<file path="src/rmq_pkg.sv">
package rmq_pkg;

  // Default sizes of the base store and the update table
  localparam int DEF_POSITIONS = 1024;
  localparam int DEF_ENTRIES   = 256;

  // Field widths
  localparam int MODE_W  = 2;
  localparam int POS_W   = 10;
  localparam int VALUE_W = 32;
  localparam int TAG_W   = 32;

  // Width that holds any left_pos and the largest POSITIONS
  localparam int POS_EXT_W = 17;

  // Depth of the command queue between front and back, a power of two
  localparam int QUEUE_DEPTH = 2;

  // Mode codes
  localparam logic [MODE_W-1:0] MODE_LOAD   = 2'd0;
  localparam logic [MODE_W-1:0] MODE_UPDATE = 2'd1;
  localparam logic [MODE_W-1:0] MODE_CANCEL = 2'd2;
  localparam logic [MODE_W-1:0] MODE_QUERY  = 2'd3;

  typedef struct packed {
    logic [MODE_W-1:0]  mode;
    logic [POS_W-1:0]   left_pos;
    logic [POS_W-1:0]   right_pos;
    logic [VALUE_W-1:0] value;
    logic [TAG_W-1:0]   cancel_tag;
  } item_t;

  typedef struct packed {
    logic [VALUE_W-1:0] max_value;
    logic               overflow;
  } result_t;

  // Classified command: tag is the sequence number for an update,
  // the tag to match for a cancel
  typedef struct packed {
    logic [MODE_W-1:0]  mode;
    logic [POS_W-1:0]   left_pos;
    logic [POS_W-1:0]   right_pos;
    logic [VALUE_W-1:0] value;
    logic [TAG_W-1:0]   tag;
  } cmd_t;

  // One row of the update table
  typedef struct packed {
    logic               valid;
    logic [POS_W-1:0]   left_pos;
    logic [POS_W-1:0]   right_pos;
    logic [VALUE_W-1:0] value;
    logic [TAG_W-1:0]   tag;
  } entry_t;

endpackage

</file>
<file path="src/rmq_front.sv">
module rmq_front (
  input  logic           clk,
  input  logic           rst,
  input  logic           item_valid,
  output logic           item_stall,
  input  rmq_pkg::item_t item,
  input  logic           clearing,
  input  logic           queue_full,
  output logic           push,
  output rmq_pkg::cmd_t  push_cmd
);

  import rmq_pkg::*;

  logic [TAG_W-1:0] item_count;
  logic [TAG_W-1:0] item_count_next;
  logic             accept;

  // Hold off items during the clearing pass and while the queue is full
  assign item_stall = clearing | queue_full;
  assign accept     = item_valid & ~item_stall;
  assign push       = accept;

  // Number every transfer, whatever its mode
  assign item_count_next = item_count + 1'b1;

  always_ff @(posedge clk) begin
    if (rst) begin
      item_count <= '0;
    end else if (accept) begin
      item_count <= item_count_next;
    end
  end

  // Classify: an update carries its sequence number as tag
  always_comb begin
    push_cmd.mode      = item.mode;
    push_cmd.left_pos  = item.left_pos;
    push_cmd.right_pos = item.right_pos;
    push_cmd.value     = item.value;
    if (item.mode == MODE_UPDATE) begin
      push_cmd.tag = item_count;
    end else begin
      push_cmd.tag = item.cancel_tag;
    end
  end

endmodule

</file>
<file path="config.mk">
export PLATFORM = sky130hd
export DESIGN_NAME = rmq_front
export DESIGN_NICKNAME = d
export VERILOG_FILES = /design/src/rmq_pkg.sv /design/src/rmq_front.sv
export SDC_FILE = /design/constraint.sdc
export NUM_CORES = 1
export LEC_CHECK = 0
export ABC_AREA = 0
export BUFFER_PORTS_ARGS = -buffer_cell sky130_fd_sc_hd__buf_2
export CAP_MARGIN = 20
export CORE_UTILIZATION = 25
export CTS_CLUSTER_DIAMETER = 120
export DETAILED_ROUTE_END_ITERATION = 16
export PLACE_DENSITY_LB_ADDON = 0.3
export SETUP_SLACK_MARGIN = 0.05
export SLEW_MARGIN = 20
export SYNTH_ARGS = -nofsm -noshare
export SYNTH_HDL_FRONTEND = slang
export SYNTH_SLANG_ARGS = --single-unit
</file>
<file path="constraint.sdc">
create_clock -name clk -period 3.01 [get_ports clk]
set_input_delay 0.602 -clock clk [delete_from_list [all_inputs] [get_ports clk]]
set_output_delay 0.602 -clock clk [all_outputs]
set_load 0.05 [all_outputs]
</file>
# Word-level counts from Yosys, hierarchy flattened
# Cells that the tools add are included.
# op_classes
muxes,1
eq_ne,1
bitwise_logic,3
add_sub_neg,1
# op_table
op,count
32-bit by 1-bit adder with 32-bit output (second input constant),1
32-bit two-way mux,1
2-bit by 1-bit == test with 1-bit output (second input constant),1
1-bit bitwise AND,1
1-bit inverter,1
1-bit OR,1
# totals
word_cells,7
output_inout_bits,88
regBits,32

# Logic depth before layout (Yosys ltp)
# logic_depth
ltp_word,3
mapped_depth,6
ltp_nobuf,5

# Worst setup path before layout
# OpenSTA, ideal clock, no wires.
# synth_timing
path_type,input to output
startpoint,input port item[85] (netlist bit)
endpoint,output port push_cmd[13] (netlist bit)
stages,4
n_path_buf,2
arrival_time_ns,2.239
path_slack_ns,0.169
required_time_ns,2.408
path_cell_list,nand2b_1 clkbuf_1 clkbuf_1 o21ai_0
# synth_rtl
item,line_no,text
from (decl),rmq_front.sv:6,"input rmq_pkg::item_t item,"
to (decl),rmq_front.sv:10,output rmq_pkg::cmd_t push_cmd

==> impl_metrics.py <==
metrics = {
    "final_layout": {
        "stdcell_area_sq_um": 2500,
        "largest_register": "item_count",
        "nets": 376,
        "areaGrowthSynthToFinish_pct": 6.61,
        "multi_input_area_sq_um": 1230,
        "num_antenna_cells": 0,
        "fin_util_pct": 28.1,
        "finalNonFillerCells": 393,
        "top_regs": "item_count (32)",
        "final_layout_size_suffix_gt1_share_pct": 43.5,
        "register_area_sq_um": 641,
        "n_fill_cell": 963,
        "largest_reg_flops": 32,
    },
    "yosys": {
        "ys_top_cells_by_count": "buf_4 (54), dfxtp_1 (32), mux2_2 (28)",
        "synthSimpleGateAreaFrac_pct": 22.7,
        "synth_top_area_cell": "dfxtp_1",
        "synth_nets": 359,
        "ys_warn_count": 0,
        "synth_async_sr_flop_share_pct": 0,
        "synth_compound_area_share_pct": 11.3,
        "syn_area_sq_um": 2350,
        "synth_edf_count": 0,
        "post-synth-top-count-cell": "buf_4",
        "synthTopCellsByArea": "dfxtp_1 (27%), buf_4 (17%), mux2_2 (13%)",
        "synth_xor_area_share_pct": 3.73,
        "yosysUniqueCellTypes": 35,
        "synth.mux.area_fraction_pct": 13.9,
        "synth_top_area_share_pct": 27.3,
        "postSynthAreaPerCell_sq_um": 8.79,
        "synth_top_family_by_area": "simple AND/OR/NAND/NOR gates",
        "synth_cells": 267,
        "synthAdderAreaFrac_pct": 0.533,
        "synth-seq-cells": 32,
        "seq_area_frac_synth_pct": 27.3,
        "synth-main-ff-cell": "dfxtp_1",
    },
    "critical_path": {
        "endpoint_kind": "output port",
        "arrival_ps": 1740,
        "startpoint_type": "input port",
        "r2r_cells": 5,
        "cp_max_fo": 36,
        "worst-endpoint-required_ps": 2410,
        "r2r_start": "item_count[0]$_SDFFE_PP0P_",
        "crit_type": "input port to output port",
        "rr_endpoint": "item_count[16]$_SDFFE_PP0P_",
        "reg2reg_slack_ps": 950,
    },
    "timing": {
        "skew_ps": 6.29,
        "timing.slew.headroom_pct": 59.7,
        "rsz0062_at_grt": "false",
        "fin_tns_setup_ps": 0,
        "tightest_slew_ps": 605,
        "timing.hold.ws_ps": 481,
        "period_needed_ps": 2350,
        "finalMaxSlewViolations": 0,
        "fin_ws_ps": 663,
        "period_share_pct": 78.0,
        "timing.fmax_ghz": 0.426,
        "hold_viol": 0,
        "finalSetupViolCount": 0,
    },
    "drt": {
        "vias": 1935,
        "wl_um": 5080,
        "ant_nets": 0,
        "drt_iter0_markers": 72,
        "dr.pass1.iters": 4,
        "wl_per_cell_um": 12.9,
        "drc": 0,
        "via_per_inst": 4.92,
    },
    "pwr": {
        "pwr-share-seq_pct": 40.4,
        "p_clk_share_pct": 39.0,
        "p_leak_nw": 0.969,
        "combPwrFrac_pct": 20.6,
        "power.internal_mw": 0.736,
        "power_density_nw_per_um2": 421,
        "switching_share_pct": 30.1,
        "p_sw_mw": 0.317,
        "fin_total_pwr_mw": 1.05,
        "ir_drop_uv": 156,
    },
    "place": {
        "dp_worst_setup_slack_ps": 633,
        "hpwl_um": 3660,
        "io_buffers": 74,
        "place_congestion": 0.771,
        "placed_cell_area_sq_um": 2390,
        "dp_cells": 385,
    },
    "cts": {
        "cts-root-buf": "clkbuf_8",
        "cts_resized": 0,
        "clock_latency_ps": 290,
        "cts_tree": "done",
        "h-tree-depth": 2,
        "post_cts_buffers": 0,
        "clkTransAtPathRegs_ps": 70,
        "cts_buffer_depth": 2,
        "clock-sinks": 32,
        "cts_inserted_buffers": 5,
        "cts_hold_buf": 0,
    },
    "global_route": {
        "grt_max_degree": 37,
        "antenna_found_initial": 0,
        "first_global_vias": 1739,
        "groute.usage.overall_pct": 10.4,
        "grt-ovfl-total": 0,
        "grt_pass1_wl_um": 8200,
    },
    "floorplanning": {
        "io_pins": 179,
        "coreArea_sq_um": 8890,
        "initial_core_util_pct": 26.4,
        "dieHeight_um": 98.9,
        "fp.dieW_um": 98.9,
        "rows": 34,
        "die_area_sq_um": 9780,
    },
    "job": {
        "cap_violations": 0,
    },
    "worst_hold_path": {
        "min_path_cells": 2,
        "min_from": "item_count[31]$_SDFFE_PP0P_",
        "holdCritPathClass": "flop to flop",
        "hold_end": "item_count[31]$_SDFFE_PP0P_",
    },
    "status": {
        "status": "completed",
    },
}
==> power groups by stage <==
stage	clock network, mW	logic (mW)	registers, mW
6_report	0.410	0.217	0.426
5_1_grt	0.440	0.230	0.426
2_1_floorplan	0	0.352	0.435
3_3_place_gp	0	0.218	0.436
3_5_place_dp	0	0.219	0.436
4_1_cts	0.426	0.220	0.426
==> placed cells by master (no fill, tap or decap), types with 3 or more instances in the layout <==
cell / instances
clkbuf_8: 5
or4_1: 13
xnor2_1: 4
inv_1: 4
or3_1: 7
o31ai_1: 14
dfxtp_1: 32
nand2_1: 9
o21ai_0: 11
buf_2: 74
a21oi_1: 21
mux2_2: 28
and4_1: 3
xor2_1: 6
nor2_1: 11
nand4_1: 8
nand3_1: 11
==> cell families (layout without fill, tap and decap cells) <==
group | Yosys count | count (layout)
adders and majority gates | 1 | 1
AOI/OAI and AO/OA | 46 | 46
and+or+nand+nor | 80 | 80
muxes | 29 | 29
xor gates and xnor gates | 10 | 10
DFF | 32 | 32
buffers and inverters | 69 | 87
==> layer usage <==
metal,wire length [um],vias up,track usage (%)
li1,-,951,-
met1,2400,881,13.1
met2,2180,81,16.5
met3,376,22,3.05
met4,116,0,4.71
met5,0,-,0
==> worst max-delay path, stage by stage <==
cell and delay, ps:
buf_2 80, nand2b_2 90, buf_4 360, mux2_2 390, buf_2 210
==> how the worst max path moves through the flow <==
stage                  start      endpoint  slack [ps]  cells past startpoint
floorplan           item[85]  push_cmd[13]         170                      4
global placement    item[85]  push_cmd[14]         660                      5
CTS                 item[85]  push_cmd[10]         630                      5
finish              item[85]  push_cmd[10]         660                      5
global route        item[85]  push_cmd[27]         580                      5
detailed placement  item[85]  push_cmd[10]         630                      5
==> layout make-up <==
class	instances	area share, %
clock buffer	6	2.90
timing repair buffer	75	15.1
multi-input combinational	166	49.0
clock inverter	2	1.40
sequential	32	25.6
tap	108	5.40
inverter	4	0.600
Note: power is estimated with default switching activity, not from simulation.
