`config.mk`:
```
export PLATFORM = sky130hd
export DESIGN_NAME = rmq_queue
export DESIGN_NICKNAME = d
export VERILOG_FILES = /design/src/rmq_pkg.sv /design/src/rmq_queue.sv
export SDC_FILE = /design/constraint.sdc
export NUM_CORES = 1
export LEC_CHECK = 0
export ABC_AREA = 1
export BUFFER_PORTS_ARGS = -buffer_cell sky130_fd_sc_hd__buf_2
export CORE_MARGIN = 5
export CORE_UTILIZATION = 47
export DETAILED_ROUTE_END_ITERATION = 10
export GPL_TIMING_DRIVEN = 0
export HOLD_SLACK_MARGIN = 0.08
export PLACE_DENSITY = 0.78
export SLEW_MARGIN = 40
export SYNTH_ARGS = -nofsm -noshare
export SYNTH_HDL_FRONTEND = slang
export SYNTH_SLANG_ARGS = --single-unit
```
`constraint.sdc`:
```
create_clock -name clk -period 4.3 [get_ports clk]
set_input_delay 0.43 -clock clk [delete_from_list [all_inputs] [get_ports clk]]
set_output_delay 0.43 -clock clk [all_outputs]
set_load 0.1 [all_outputs]
```
`src/rmq_pkg.sv`:
```
package rmq_pkg;

  // Default sizes of the base store and the update table
  localparam int DEF_POSITIONS = 1024;
  localparam int DEF_ENTRIES   = 256;

  // Field widths
  localparam int MODE_W  = 2;
  localparam int POS_W   = 10;
  localparam int VALUE_W = 32;
  localparam int TAG_W   = 32;

  // Width that holds any left_pos and the largest POSITIONS
  localparam int POS_EXT_W = 17;

  // Depth of the command queue between front and back, a power of two
  localparam int QUEUE_DEPTH = 2;

  // Mode codes
  localparam logic [MODE_W-1:0] MODE_LOAD   = 2'd0;
  localparam logic [MODE_W-1:0] MODE_UPDATE = 2'd1;
  localparam logic [MODE_W-1:0] MODE_CANCEL = 2'd2;
  localparam logic [MODE_W-1:0] MODE_QUERY  = 2'd3;

  typedef struct packed {
    logic [MODE_W-1:0]  mode;
    logic [POS_W-1:0]   left_pos;
    logic [POS_W-1:0]   right_pos;
    logic [VALUE_W-1:0] value;
    logic [TAG_W-1:0]   cancel_tag;
  } item_t;

  typedef struct packed {
    logic [VALUE_W-1:0] max_value;
    logic               overflow;
  } result_t;

  // Classified command: tag is the sequence number for an update,
  // the tag to match for a cancel
  typedef struct packed {
    logic [MODE_W-1:0]  mode;
    logic [POS_W-1:0]   left_pos;
    logic [POS_W-1:0]   right_pos;
    logic [VALUE_W-1:0] value;
    logic [TAG_W-1:0]   tag;
  } cmd_t;

  // One row of the update table
  typedef struct packed {
    logic               valid;
    logic [POS_W-1:0]   left_pos;
    logic [POS_W-1:0]   right_pos;
    logic [VALUE_W-1:0] value;
    logic [TAG_W-1:0]   tag;
  } entry_t;

endpackage

```
`src/rmq_queue.sv`:
```
module rmq_queue (
  input  logic          clk,
  input  logic          rst,
  input  logic          push,
  input  rmq_pkg::cmd_t push_cmd,
  output logic          full,
  output logic          q_valid,
  output rmq_pkg::cmd_t q_cmd,
  input  logic          q_take
);

  import rmq_pkg::*;

  localparam int QA_W = (QUEUE_DEPTH > 1) ? $clog2(QUEUE_DEPTH) : 1;

  cmd_t            slots [QUEUE_DEPTH];
  logic [QA_W-1:0] wr_ptr;
  logic [QA_W-1:0] rd_ptr;
  logic [QA_W:0]   count;

  assign full    = (count == (QA_W+1)'(QUEUE_DEPTH));
  assign q_valid = (count != '0);
  assign q_cmd   = slots[rd_ptr];

  // Advance pointers and occupancy
  always_ff @(posedge clk) begin
    if (rst) begin
      wr_ptr <= '0;
      rd_ptr <= '0;
      count  <= '0;
    end else begin
      if (push) begin
        wr_ptr <= wr_ptr + 1'b1;
      end
      if (q_take) begin
        rd_ptr <= rd_ptr + 1'b1;
      end
      if (push && !q_take) begin
        count <= count + 1'b1;
      end else if (!push && q_take) begin
        count <= count - 1'b1;
      end
    end
  end

  // Store the pushed command
  always_ff @(posedge clk) begin
    if (push) begin
      slots[wr_ptr] <= push_cmd;
    end
  end

  a_no_overfill: assert property (@(posedge clk) disable iff (rst)
    count <= (QA_W+1)'(QUEUE_DEPTH))
    else $error("command queue holds more than its depth");

  a_take_nonempty: assert property (@(posedge clk) disable iff (rst)
    q_take |-> (count != '0))
    else $error("command taken from an empty queue");

  a_push_fills: assert property (@(posedge clk) disable iff (rst)
    (push && !q_take) |=> (count != '0))
    else $error("pushed command lost");

endmodule

```
# After elaboration in Yosys (flattened, before gate mapping)
# Memory sizes are Yosys's and may differ from the RTL's. A register that Yosys moved wholly into a read port is not among the register bits.
# Index checks and enable logic that the tools add are counted.
classes:
  n_addsub: 4
  eq_ne: 1
  n_mux: 6
  n_reduce_logical: 6
ops:
  columns: ["op", "count"]
  rows:
  - ["$mux W1", 4]
  - ["$mux W2", 2]
  - ["$reduce_bool A2 Y1", 2]
  - ["$add A1 B1 Y1 const B", 2]
  - ["$add A2 B1 Y2 const B", 1]
  - ["$eq A2 B2 Y1 const B", 1]
  - ["$logic_and A1 B1 Y1", 2]
  - ["$logic_not A1 Y1", 2]
  - ["$sub A2 B1 Y2 const B", 1]
totals:
  ff_bits: 4
  mem_bits_rw: 172
  in_bits: 90
  out_inout_bits: 88
  elab_cells: 21
  mem_count: 1
memory_table:
  columns: ["memory", "words", "width", "rd", "rd_ports_with_merged_regs", "write_ports", "line", "source"]
  rows:
  - ["slots", 2, 86, 1, 1, 1, "rmq_queue.sv:16", "cmd_t slots [QUEUE_DEPTH];"]

# Longest topological paths before layout
# Gate-level depths: netlist (run 1).
depth:
  depth_word: 4
  depth_mapped: 8
  ltp_nobuf: 8

# Least setup slack after synthesis (run 1)
# OpenSTA, ideal clock, no wires.
synth_path:
  path_kind: "input port to flip-flop"
  start: "input port push"
  end: "memory slots[0][0] (netlist name), enable pin"
  setup_ns: 0.533
  arrival_ns: 4.072
  required_time_ns: 3.767
  setup_slack_ns: -0.305
  cell_stages: 2
  n_path_buf: 0
  path_cell_list: "inv_1 nor2_1"
synth_between:
  elab_chain_len: 2
synth_rtl:
  columns: ["element", "line", "source"]
  rows:
  - ["start: declaration", "rmq_queue.sv:4", "input logic push,"]
  - ["$mux W1", "rmq_queue.sv:48", "if (push) begin"]
  - ["$mux W1 (implied by the code)", "rmq_queue.sv:49", "slots[wr_ptr] <= push_cmd;"]
  - ["end: declaration", "rmq_queue.sv:16", null]
# No other way between the ends.

==> summary by stage, run 1 <==
Clock network
The buffer count from post-CTS setup fixing is 0. The number of levels the H-tree was split into is 4. The tree built by TritonCTS fans out to 177 sinks. Gates resized during post-CTS repair numbered 0. Clock tree synthesis inserted a total of 17 buffers. The buffer depth of the longest clock path is 2.

The tree is rooted in a sky130_fd_sc_hd__clkbuf_16. After clock tree synthesis, the clock-pin slew on the worst setup and hold paths is 60 ps. Hold repair after CTS inserted 0 buffers. The later pin in the worst-skew pair is clocked with a latency of approximately 420 ps. The clock tree from TritonCTS is yes.

Synth
Counting distinct cell types in the post-synthesis netlist gives 18. Of the post-synthesis cell area, the dominant cell type holds 0.778. The share of synthesized registers carrying an async set or reset is 0. In the synthesized netlist, the cells that appear most often are sky130_fd_sc_hd__edfxtp_1 (172), sky130_fd_sc_hd__mux2_2 (46), sky130_fd_sc_hd__mux2_4 (40).

After synthesis the cells add up to 6640 µm². For this run, the number of Yosys warnings is 0. Of the total synthesized cell area, the portion taken by XOR and XNOR cells is 0.00132. The synthesized design contains 172 enable-type register cells. Measured against the total synthesized area, the mux share comes to 0.169.

The cell accounting for the most synthesized area is sky130_fd_sc_hd__edfxtp_1. The area fraction in and, or, nand and nor cells after synthesis is 0.00924. The combinational family with the most area after synthesis is multiplexers.

The mean instance size in the synthesized netlist is between 20 and 25 µm². Ranked by total cell area, the synthesized netlist is headed by sky130_fd_sc_hd__edfxtp_1 (78%), sky130_fd_sc_hd__mux2_4 (9.0%), sky130_fd_sc_hd__mux2_2 (7.8%). The adder and majority cell fraction of the synthesized area is 0.00189. The library cell with the highest instance count after synthesis is sky130_fd_sc_hd__edfxtp_1.

The number of nets handed over by synthesis was approximately 400. In the synthesized netlist the dominant register cell turns out to be sky130_fd_sc_hd__edfxtp_1. The cell count after synthesis is ~300.

The compound-cell area share of the yosys netlist is 0.00151. For this run, the register share of the synthesized area comes to 0.793. The count of state elements after synthesis is 177.

Drt
The number of nets with antenna violations after detailed routing is 0. The routed metal-1 wire length is 4620 µm. In the routed design, unresolved DRC markers number 0. Summed over all nets, wire length on met2 after detailed routing comes to ~6300 µm. After detailed routing, the average wire length per cell comes to approximately 17 µm. The number of optimization iterations in the first detailed-route pass is 4. Dividing the detail-routed via count by the number of cells gives 4.87.

The total number of vias is 3387. The post-detailed-routing wire length is approximately 12000 µm. The DRC violation total after the first TritonRoute iteration is 170. The detailed router used layers up to and including met5. After detailed routing, the met3 layer carries 1020 µm of wire.

Layout
Relative to the synthesized area, the layout overhead comes to 28.4%. After routing the design area is between 8000 and 9000 µm². The final layout contains a little under 600 nets. The number of antenna repair diodes is 0. In the final layout, the share of cells above drive strength 1 is 0.603. The count of non-filler cells in the finished layout is ~700.

The fill cell total of the finished layout is 1023. The utilization after layout is 0.614.

Setup path
The largest fanout of any net on the critical path is 10. The reg-to-reg critical path startpoint is wr_ptr. The setup check on the worst reg-to-reg path leaves a slack of between 2000 and 3000 ps. At the worst endpoint, the arrival time is 1800 ps. The critical path goes through buf_6 -> buf_8 -> buf_12 -> mux2_4 -> buf_2. The worst setup path is launched from a register.

By startpoint and endpoint, the worst setup path is classified as register to output port. The peak per-stage delay on the critical path is roughly 330 ps. The critical path capture point type is an output port. The slowest library cell on the worst path is sky130_fd_sc_hd__dfxtp_1.

Data on the critical path is required at its endpoint by around 3900 ps.

GRT
The largest net degree at the start of global routing is between 40 and 50. The total congestion overflow is 0. The number of antenna violations at the first check in global routing is 2. The first global-routing pass estimated 18900 µm of wire. The via count of the first global-routing pass was 3738.

For this run, the total global-route usage over all layers was measured as 0.151.

STA
Headroom to the max-slew limit came out at 0.657. The clock tree skew after final layout is ~9.7 ps. The number of hold-slack violations in the final timing report is 0.

The transition time at the pin with the least slew margin is between 500 and 600 ps. Setup violations remaining at the end of the flow were counted as 0. The final cycle utilization of the critical path is 0.519. Static timing analysis puts the maximum clock frequency at roughly 0.45 GHz. The shortest period the worst path allows is about 2200 ps. The final count of pins violating max slew is 0. Summed over all failing endpoints, the final setup total negative slack is 0 ps. In the post-route analysis, the smallest setup slack over all paths is ~2100 ps. Setup repair after global routing left no endpoint under its margin.

Die
The initial core utilization is 0.478. The region available for standard cell placement spans roughly 14000 µm². The die width is ~130 µm. The area of the die is about 17000 µm². The number of placed I/O pins is around 180. Measured along the y axis, the die boundary spans around 130 µm. The initialized floorplan defines 43 standard-cell rows.

Placed design
Summing all placed instances gives a cell area of between 7000 and 8000 µm². Routability-driven placement finished with a final weighted congestion of 0.720. After detailed placement, the design holds a cell count of approximately 660. The HPWL reported at the end of detailed placement is just under 9000 µm. The count of input and output buffers is approximately 180. The setup slack after placement is roughly 2500 ps.

Hold path
The startpoint of the worst hold path is push_cmd[15]. The classification of the worst-slack hold path is input port to register.

Power and ir drop
The leakage dissipation is between 3 and 4 nW. The power density normalized to cell area is 539 nW/µm². The worst voltage drop across the vdd grid is around 0.35 mV.

Run
Max-cap violations in this run came to 0.

Run status
The flow ran to the end, and the final reports show no timing, DRC or antenna violations.
==> sequential cells by signal (all words and copies together) (netlist names), named ones only <==
register and cells:
slots 172, wr_ptr 1, count 2, rd_ptr 1
==> critical path: cells and delay by family (launching register included) <==
| kind | cells | cell delay (ps) |
|---|---|---|
| buf+inv | 4 | 740 |
| flops | 1 | 330 |
| mux | 1 | 310 |
==> placed cells by master, fill, tap and decap left out, drive strengths merged <==
| cell type | count |
|---|---|
| inv | 11 |
| nand4 | 1 |
| nor3 | 1 |
| a21oi | 1 |
| dfxtp | 5 |
| nor2 | 6 |
| nand2 | 6 |
| clkinvlp | 4 |
| xnor2 | 1 |
| bufinv | 3 |
| mux2 | 86 |
| clkbuf | 19 |
| buf | 193 |
| nand3 | 1 |
| clkinv | 4 |
| edfxtp | 172 |
| ha | 1 |
| o21ai | 1 |
==> power breakdown <==
group / total (W) / internal [W] / switching [W]
clock network: 0.00152 / 0.000914 / 0.000610
logic: 0.00105 / 0.000239 / 0.000810
registers: 0.00202 / 0.00200 / 0.0000229
total: 0.00459 / 0.00315 / 0.00144
==> final timing paths <==
kind / to / cells after the start
setup / recovery: q_cmd[27] / 5
hold / removal: slots[0][15] / 1
setup reg to reg: slots[1][39] / 3
hold reg to reg: register / 2
==> routing by layer <==
layer	GRT usage	vias to the layer above
li1	-	1585
met1	0.173	1656
met2	0.258	127
met3	0.0664	15
met4	0.0445	4
met5	0	-
==> cell families (layout without fill, tap and decap cells) <==
kind of cell / after synthesis / count (layout)
simple gates: 15 / 15
fa+ha+maj: 1 / 1
xor+xnor: 1 / 1
mux: 86 / 86
buf+inv: 19 / 234
compound gates: 2 / 2
flops: 177 / 177
==> layout make-up <==
| cell class | instances | area (µm²) | area share |
|---|---|---|---|
| Inverter | 9 | 38.8 | 0.00455 |
| Tap cell | 180 | 225 | 0.0264 |
| Sequential cell | 177 | 5270 | 0.618 |
| Buffer | 10 | 126 | 0.0148 |
| Clock buffer | 19 | 433 | 0.0508 |
| Timing Repair Buffer | 183 | 1050 | 0.123 |
| Multi-Input combinational cell | 105 | 1220 | 0.143 |
| Clock inverter | 13 | 161 | 0.0189 |
==> per-stage QoR <==
| step | total power [W] | hold WS, ps |
|---|---|---|
| floorplan | 0.00292 | 480 |
| global placement | 0.00308 | 497 |
| detailed placement | 0.00311 | 513 |
| CTS | 0.00464 | 176 |
| global route | 0.00476 | 175 |
| finish | 0.00459 | 199 |
Note: power is estimated with default switching activity, not from simulation.
==> run 2, diff against run 1 <==
Settings changed: CORE_UTILIZATION 47 to 52, PLACE_DENSITY 0.78 to 0.82.
Clock period 4.3 ns to 2.1 ns, I/O delays scaled along.
==> summary by stage, run 2 (synthesis gave the netlist of run 1 again) <==
Setup path
Following the worst setup path forward leads to its endpoint at q_cmd[53]. The endpoint identified for the worst register-to-register timing path is slots[1][29]. The cell depth of the worst flop-to-flop path is 4 (+1). The data arrival time of the worst path is 1820 ps (+20 ps). The data required time of the critical path was 1890 ps (-1980 ps). The reg-to-reg critical path startpoint is wr_ptr.

The critical path capture point type is an output port. The setup path with the least slack is of type register to output port. The critical path launch point type is a register. The largest fanout of any net on the critical path is 10 (unchanged). The worst setup slack for register-to-register paths is 550 ps (-2230 ps).

Layout
The number of nets at the end of the flow is 685 (+15%). The combined area of the multi-input logic cells is 1220 µm² (unchanged). The library cells used most frequently in the layout, excluding fill and tap cells, are sky130_fd_sc_hd__buf_2 (180), sky130_fd_sc_hd__edfxtp_1 (172), sky130_fd_sc_hd__dlygate4sd3_1 (87), sky130_fd_sc_hd__mux2_2 (46), sky130_fd_sc_hd__mux2_4 (40). The count of non-filler cells in the finished layout is 778 (+12%). Compared with the post-synthesis result, the final layout area differs by 41.9%. The total area of sequential cells is 5270 µm² (unchanged). The fraction of final layout cells with drive strength greater than 1 is 0.513 (-0.0895). The largest registers in the layout are slots (172), count (2). The number of flip-flops under the largest register name was 172 (unchanged). Leaving out fill and tap cells, the most frequent cell in the layout is sky130_fd_sc_hd__buf_2. The utilization after layout is 0.749 (+0.135). The fill cell total of the finished layout came to 712 (-30%). The number of antenna repair diodes was 0 (unchanged). More flip-flops sit in one register than any other, and that register is slots.

Drt
The number of nets with antenna violations after detailed routing is 0 (unchanged). The total number of vias is 3801 (+12%). The post-detailed-route wirelength per cell is 18.1 µm (+4.4%). The post-detailed-routing wire length was 14100 µm (+17%). The number of optimization iterations in the first detailed-route pass came to 4 (unchanged). The total DRC errors in the routed layout is 0 (unchanged). The via density per instance is 4.89 (+0.40%). The DRC violation total after the first TritonRoute iteration came to 174 (+2.4%).

Clock network
The clock tree from TritonCTS is yes. The number of levels the H-tree was split into is 4 (unchanged). The TritonCTS buffer count is 17 (unchanged). The buffer depth of the longest clock path is 2 (unchanged). The insertion delay of the later-clocked pin in the worst-skew pair is 420 ps (about the same). The clock sink count is 177 (unchanged). The buffer count from post-CTS setup fixing was 0 (unchanged). The clock-pin transition on the worst setup and hold timing paths was 60 ps (about the same).

The clock tree root driver cell is sky130_fd_sc_hd__clkbuf_16.

Power and ir drop
The power after layout is 0.00963 W (+110%). The leakage dissipation is 3.70 nW (+11%). The worst voltage drop across the vdd grid is 0.729 mV (+110%). The power density normalized to cell area is 1020 nW/µm² (+90%).

Die
The die width was 123 µm (-4.5%). The height of the die came to 123 µm (-4.5%). The number of placement rows was 41 (-4.7%). The area of the die was 15100 µm² (-8.9%). The number of placed I/O pins is 178 (unchanged). The initial core utilization is 0.528 (+0.0499). The core box area is 12600 µm² (-9.5%).

STA
The relative max-transition margin is 0.662 (+0.00500). Setup repair after global routing left no endpoint under its margin. The transition time at the pin with the least slew margin is 511 ps (-7.56 ps). The clock tree skew after final layout was 5.92 ps (-3.78 ps). The final cycle utilization of the critical path is 0.965.

The final worst setup slack was 74.3 ps (-2000 ps). Static timing analysis puts the maximum clock frequency at just under 0.5 GHz. The final count of pins violating max slew is 0 (unchanged). The shortest period the worst path allows is 2030 ps. The number of hold-slack violations in the final timing report came to 0 (unchanged). The final number of setup-violating endpoints is 0 (unchanged). The setup total negative slack is 0 ps (unchanged).

GRT
The number of antenna violations at the first check in global routing is 0 (-2). The global-route wire length before repair is 21300 µm (+13%). The total congestion overflow was 0 (unchanged). The global-route usage over all layers is 0.191 (+0.0402). The largest net degree at the start of global routing was 27 (-40%).

The via count of the first global-routing pass is 4256 (+14%).

Hold path
The path class of the tightest hold or removal check is input port to register.

Placed design
The routability congestion estimate is 0.695 (-3.4%). The count of input and output buffers was 177 (unchanged). The HPWL reported at the end of detailed placement is 8940 µm (+1.8%). The number of placed cells counting well taps was 660 (-0.60%). The setup slack after placement came to 489 ps (-2000 ps).

Run
The max-capacitance violation count is 0 (unchanged).

Run status
The flow ran to the end, and the final reports show no timing, DRC or antenna violations.
## run 2: worst min-delay path by stage
stage,startpoint,to,slack (ps),cells after the start
3_5_place_dp,push_cmd[72],slots[1][72],400,1
6_report,q_take,rd_ptr,100,3
2_1_floorplan,rst,register,280,1
5_1_grt,q_take,rd_ptr,120,3
4_1_cts,push,wr_ptr,80,3
3_3_place_gp,push_cmd[20],slots[0][20],400,1
## run 2: per-stage QoR
stage                     area [µm²]  hold WS, ps
after floorplan                 6650          282
after global placement          7750          397
after detailed placement        7940          402
after CTS                       9410         80.9
after global routing            9410          119
final                           9410         95.3
## run 2: final cells by class
cell class	count	area share
buffer	10	0.0137
clock buffer	19	0.0460
clock inverter	12	0.0177
inverter	9	0.00399
multi-input combinational	105	0.129
sequential	177	0.559
tap	172	0.0229
timing repair buffer	274	0.207
## run 2: repair_timing
action / CTS / global route
endpoints found under the setup margin: 0 / 7
hold buffers: 87 / 0
resized for setup: 0 / 1
hold endpoints to repair: 175 / 0
## run 2: where the power goes
group	leakage (nW)	switching [W]	internal (W)
clock network	0.278	0.00122	0.00197
logic	1.77	0.00170	0.000595
registers	1.66	0.0000511	0.00409
total	3.70	0.00298	0.00665
## run 2: critical path, stage by stage (launching register included)
cell and delay [ps]:
sky130_fd_sc_hd__dfxtp_1 330, sky130_fd_sc_hd__buf_6 120, sky130_fd_sc_hd__buf_8 170, sky130_fd_sc_hd__buf_12 160
sky130_fd_sc_hd__mux2_4 310, sky130_fd_sc_hd__buf_2 300
## run 2: routing by layer
layer | wire length (µm) | track usage | up-vias
li1 | - | - | 1763
met1 | 5150 | 0.198 | 1872
met2 | 7700 | 0.362 | 144
met3 | 965 | 0.0544 | 22
met5 | 0 | 0 | -
met4 | 253 | 0.0740 | 0
==> run 3, diff against run 2 <==
Settings changed: BUFFER_PORTS_ARGS -buffer_cell sky130_fd_sc_hd__buf_2 to unset, CORE_UTILIZATION 52 to 55, DONT_BUFFER_PORTS set to 1, PLACE_DENSITY 0.82 to 0.73.
Clock period 2.1 ns to 2.2 ns, I/O delays scaled along.
==> summary by stage, run 3 (synthesis gave the netlist of run 1 again) <==
STA
The clock tree skew after final layout was 5.87 ps (-0.0518 ps). The number of hold-slack violations in the final timing report was 0 (unchanged). The shortest period the worst path allows is approximately 1900 ps.

The relative max-transition margin is 0.575 (-0.0870). The post-route worst hold slack was 109 ps (+13.9 ps). Based on the critical path, the design can be clocked at up to 0.516 GHz. The final count of pins violating max slew is 0 (unchanged). The final number of setup-violating endpoints is 0 (unchanged). The final cycle utilization of the critical path is 0.880. The transition time at the pin with the least slew margin was 636 ps (+125 ps). Setup repair after global routing left no endpoint under its margin. The setup total negative slack came to 0 ps (unchanged).

Setup path
The critical path capture point type is an output port. The data arrival time of the worst path was 1720 ps (-100 ps). The path type of the worst setup path is register to output port. The largest fanout of any net on the critical path is 10 (unchanged).

The signal on the critical path passes through buf_6 -> buf_2 -> mux2_2. The data required time of the critical path came to 1980 ps (+90 ps). The peak per-stage delay on the critical path was 600 ps (+270 ps).

STA classifies the critical path startpoint as a register. The slowest library cell on the worst path is sky130_fd_sc_hd__mux2_2.

Placed design
The routability congestion estimate is 0.676 (-2.8%). The count of input and output buffers is 0 (-100%). The HPWL reported at the end of detailed placement came to 7870 µm (-12%). The placed cell area came to 7060 µm² (-11%).

Clock network
The TritonCTS buffer count is 17 (unchanged). The insertion delay of the later-clocked pin in the worst-skew pair was 420 ps (about the same). The buffer depth of the longest clock path came to 2 (unchanged). The clock tree root driver cell is sky130_fd_sc_hd__clkbuf_16. The buffer count from post-CTS setup fixing came to 0 (unchanged). The clock tree from TritonCTS is yes. The clock-pin transition on the worst setup and hold timing paths is 60 ps (about the same). The clock sink count is 177 (unchanged).

The number of levels the H-tree was split into was 4 (unchanged).

Die
The initial core utilization is 0.557 (+0.0291). The height of the die is 120 µm (-2.5%). The core box area was 11900 µm² (-5.2%). The area of the die is 14400 µm² (-5.0%). The number of placement rows is 40 (-2.4%). The die width is 120 µm (-2.5%).

The number of placed I/O pins is 178 (unchanged).

Layout
The fraction of final layout cells with drive strength greater than 1 was 0.315 (-0.198). The fill cell total of the finished layout came to 716 (+0.56%). The register with the most flip-flops is slots. The final instance area is 8540 µm² (-9.3%). In the final layout, the registers with the most flip-flops are slots (172), count (2).

The number of nets at the end of the flow is 510 (-26%). Relative to the synthesized area, the layout overhead comes to 28.7%. The number of flip-flops under the largest register name came to 172 (unchanged). Leaving out fill and tap cells, the most frequent cell in the layout is sky130_fd_sc_hd__edfxtp_1. The library cells used most frequently in the layout, excluding fill and tap cells, are sky130_fd_sc_hd__edfxtp_1 (172), sky130_fd_sc_hd__dlygate4sd3_1 (90), sky130_fd_sc_hd__mux2_2 (46), sky130_fd_sc_hd__mux2_4 (40), sky130_fd_sc_hd__clkbuf_16 (17).

The combined area of the multi-input logic cells is 1230 µm² (+0.82%). The total area of sequential cells is 5270 µm² (unchanged).

Run
The max-capacitance violation count is 0 (unchanged).

Drt
The DRC violation total after the first TritonRoute iteration is 223 (+28%). The number of nets with antenna violations after detailed routing came to 0 (unchanged). The total number of vias was 3099 (-18%). The post-detailed-routing wire length is 12400 µm (-12%).

The total DRC errors in the routed layout came to 0 (unchanged). The post-detailed-route wirelength per cell is 21.3 µm (+18%). The via density per instance was 5.33 (+9.2%). The number of optimization iterations in the first detailed-route pass is 4 (unchanged).

GRT
The total congestion overflow is 0 (unchanged). The largest net degree at the start of global routing is 26 (-3.7%). The global-route usage over all layers is 0.178 (-0.0132). The number of antenna violations at the first check in global routing is 1 (+1). The via count of the first global-routing pass was 3430 (-19%). The global-route wire length before repair is 19100 µm (-10%).

Hold path
The path class of the tightest hold or removal check is input port to register.

Power and ir drop
The power density normalized to cell area is 1040 nW/µm² (+1.8%). The power after layout came to 0.00889 W (-7.6%). The worst voltage drop across the vdd grid is 0.626 mV (-14%). The leakage dissipation is 3.03 nW (-18%).

Run status
The run finished with clean final reports.
==> run 3: metrics by stage <==
step                      setup WS (ps)   util  instances
final                               264  0.717        581
after global routing                180  0.717        580
after CTS                           219  0.717        579
after detailed placement            589  0.592        457
after global placement             -553  0.574        448
after floorplan                     119      -        301
==> run 3: metal layers <==
layer | vias to the layer above | GRT usage | routed length [µm]
met3 | 18 | 0.0834 | 1190
met4 | 0 | 0.0680 | 184
met5 | - | 0 | 0
met1 | 1537 | 0.191 | 4560
met2 | 134 | 0.306 | 6450
li1 | 1410 | - | -
==> run 3: final timing paths <==
kind | from | endpoint | slack, ps | cells after the start
setup / recovery | register | q_cmd[12] | 260 | 3
hold / removal | q_take | count[0] | 110 | 3
setup reg to reg | wr_ptr | slots[0][52] | 630 | 4
hold reg to reg | rd_ptr | register | 530 | 2
==> run 3: timing repair <==
item                       CTS  global route
hold buffers                90             0
setup endpoints to repair    0             0
resized for setup            0             0
hold endpoints to repair   177             0
==> run 3: final cells by class <==
type / instances / share of cell area
timing repair buffer: 99 / 0.131
buffer: 10 / 0.0148
clock inverter: 12 / 0.0166
multi-input combinational: 105 / 0.144
sequential: 177 / 0.616
inverter: 9 / 0.00439
tap: 147 / 0.0215
clock buffer: 20 / 0.0511
antenna: 2 / 0.000586
==> run 3: critical path: cells and delay by family, from the launching register on <==
family	cells	cell delay (ps)
flops	1	330
buf+inv	2	370
mux	1	600
==> run 3: where the power goes <==
group / switching [W] / internal (W)
clock: 0.00116 / 0.00177
combinational: 0.00158 / 0.000444
sequential: 0.0000461 / 0.00390
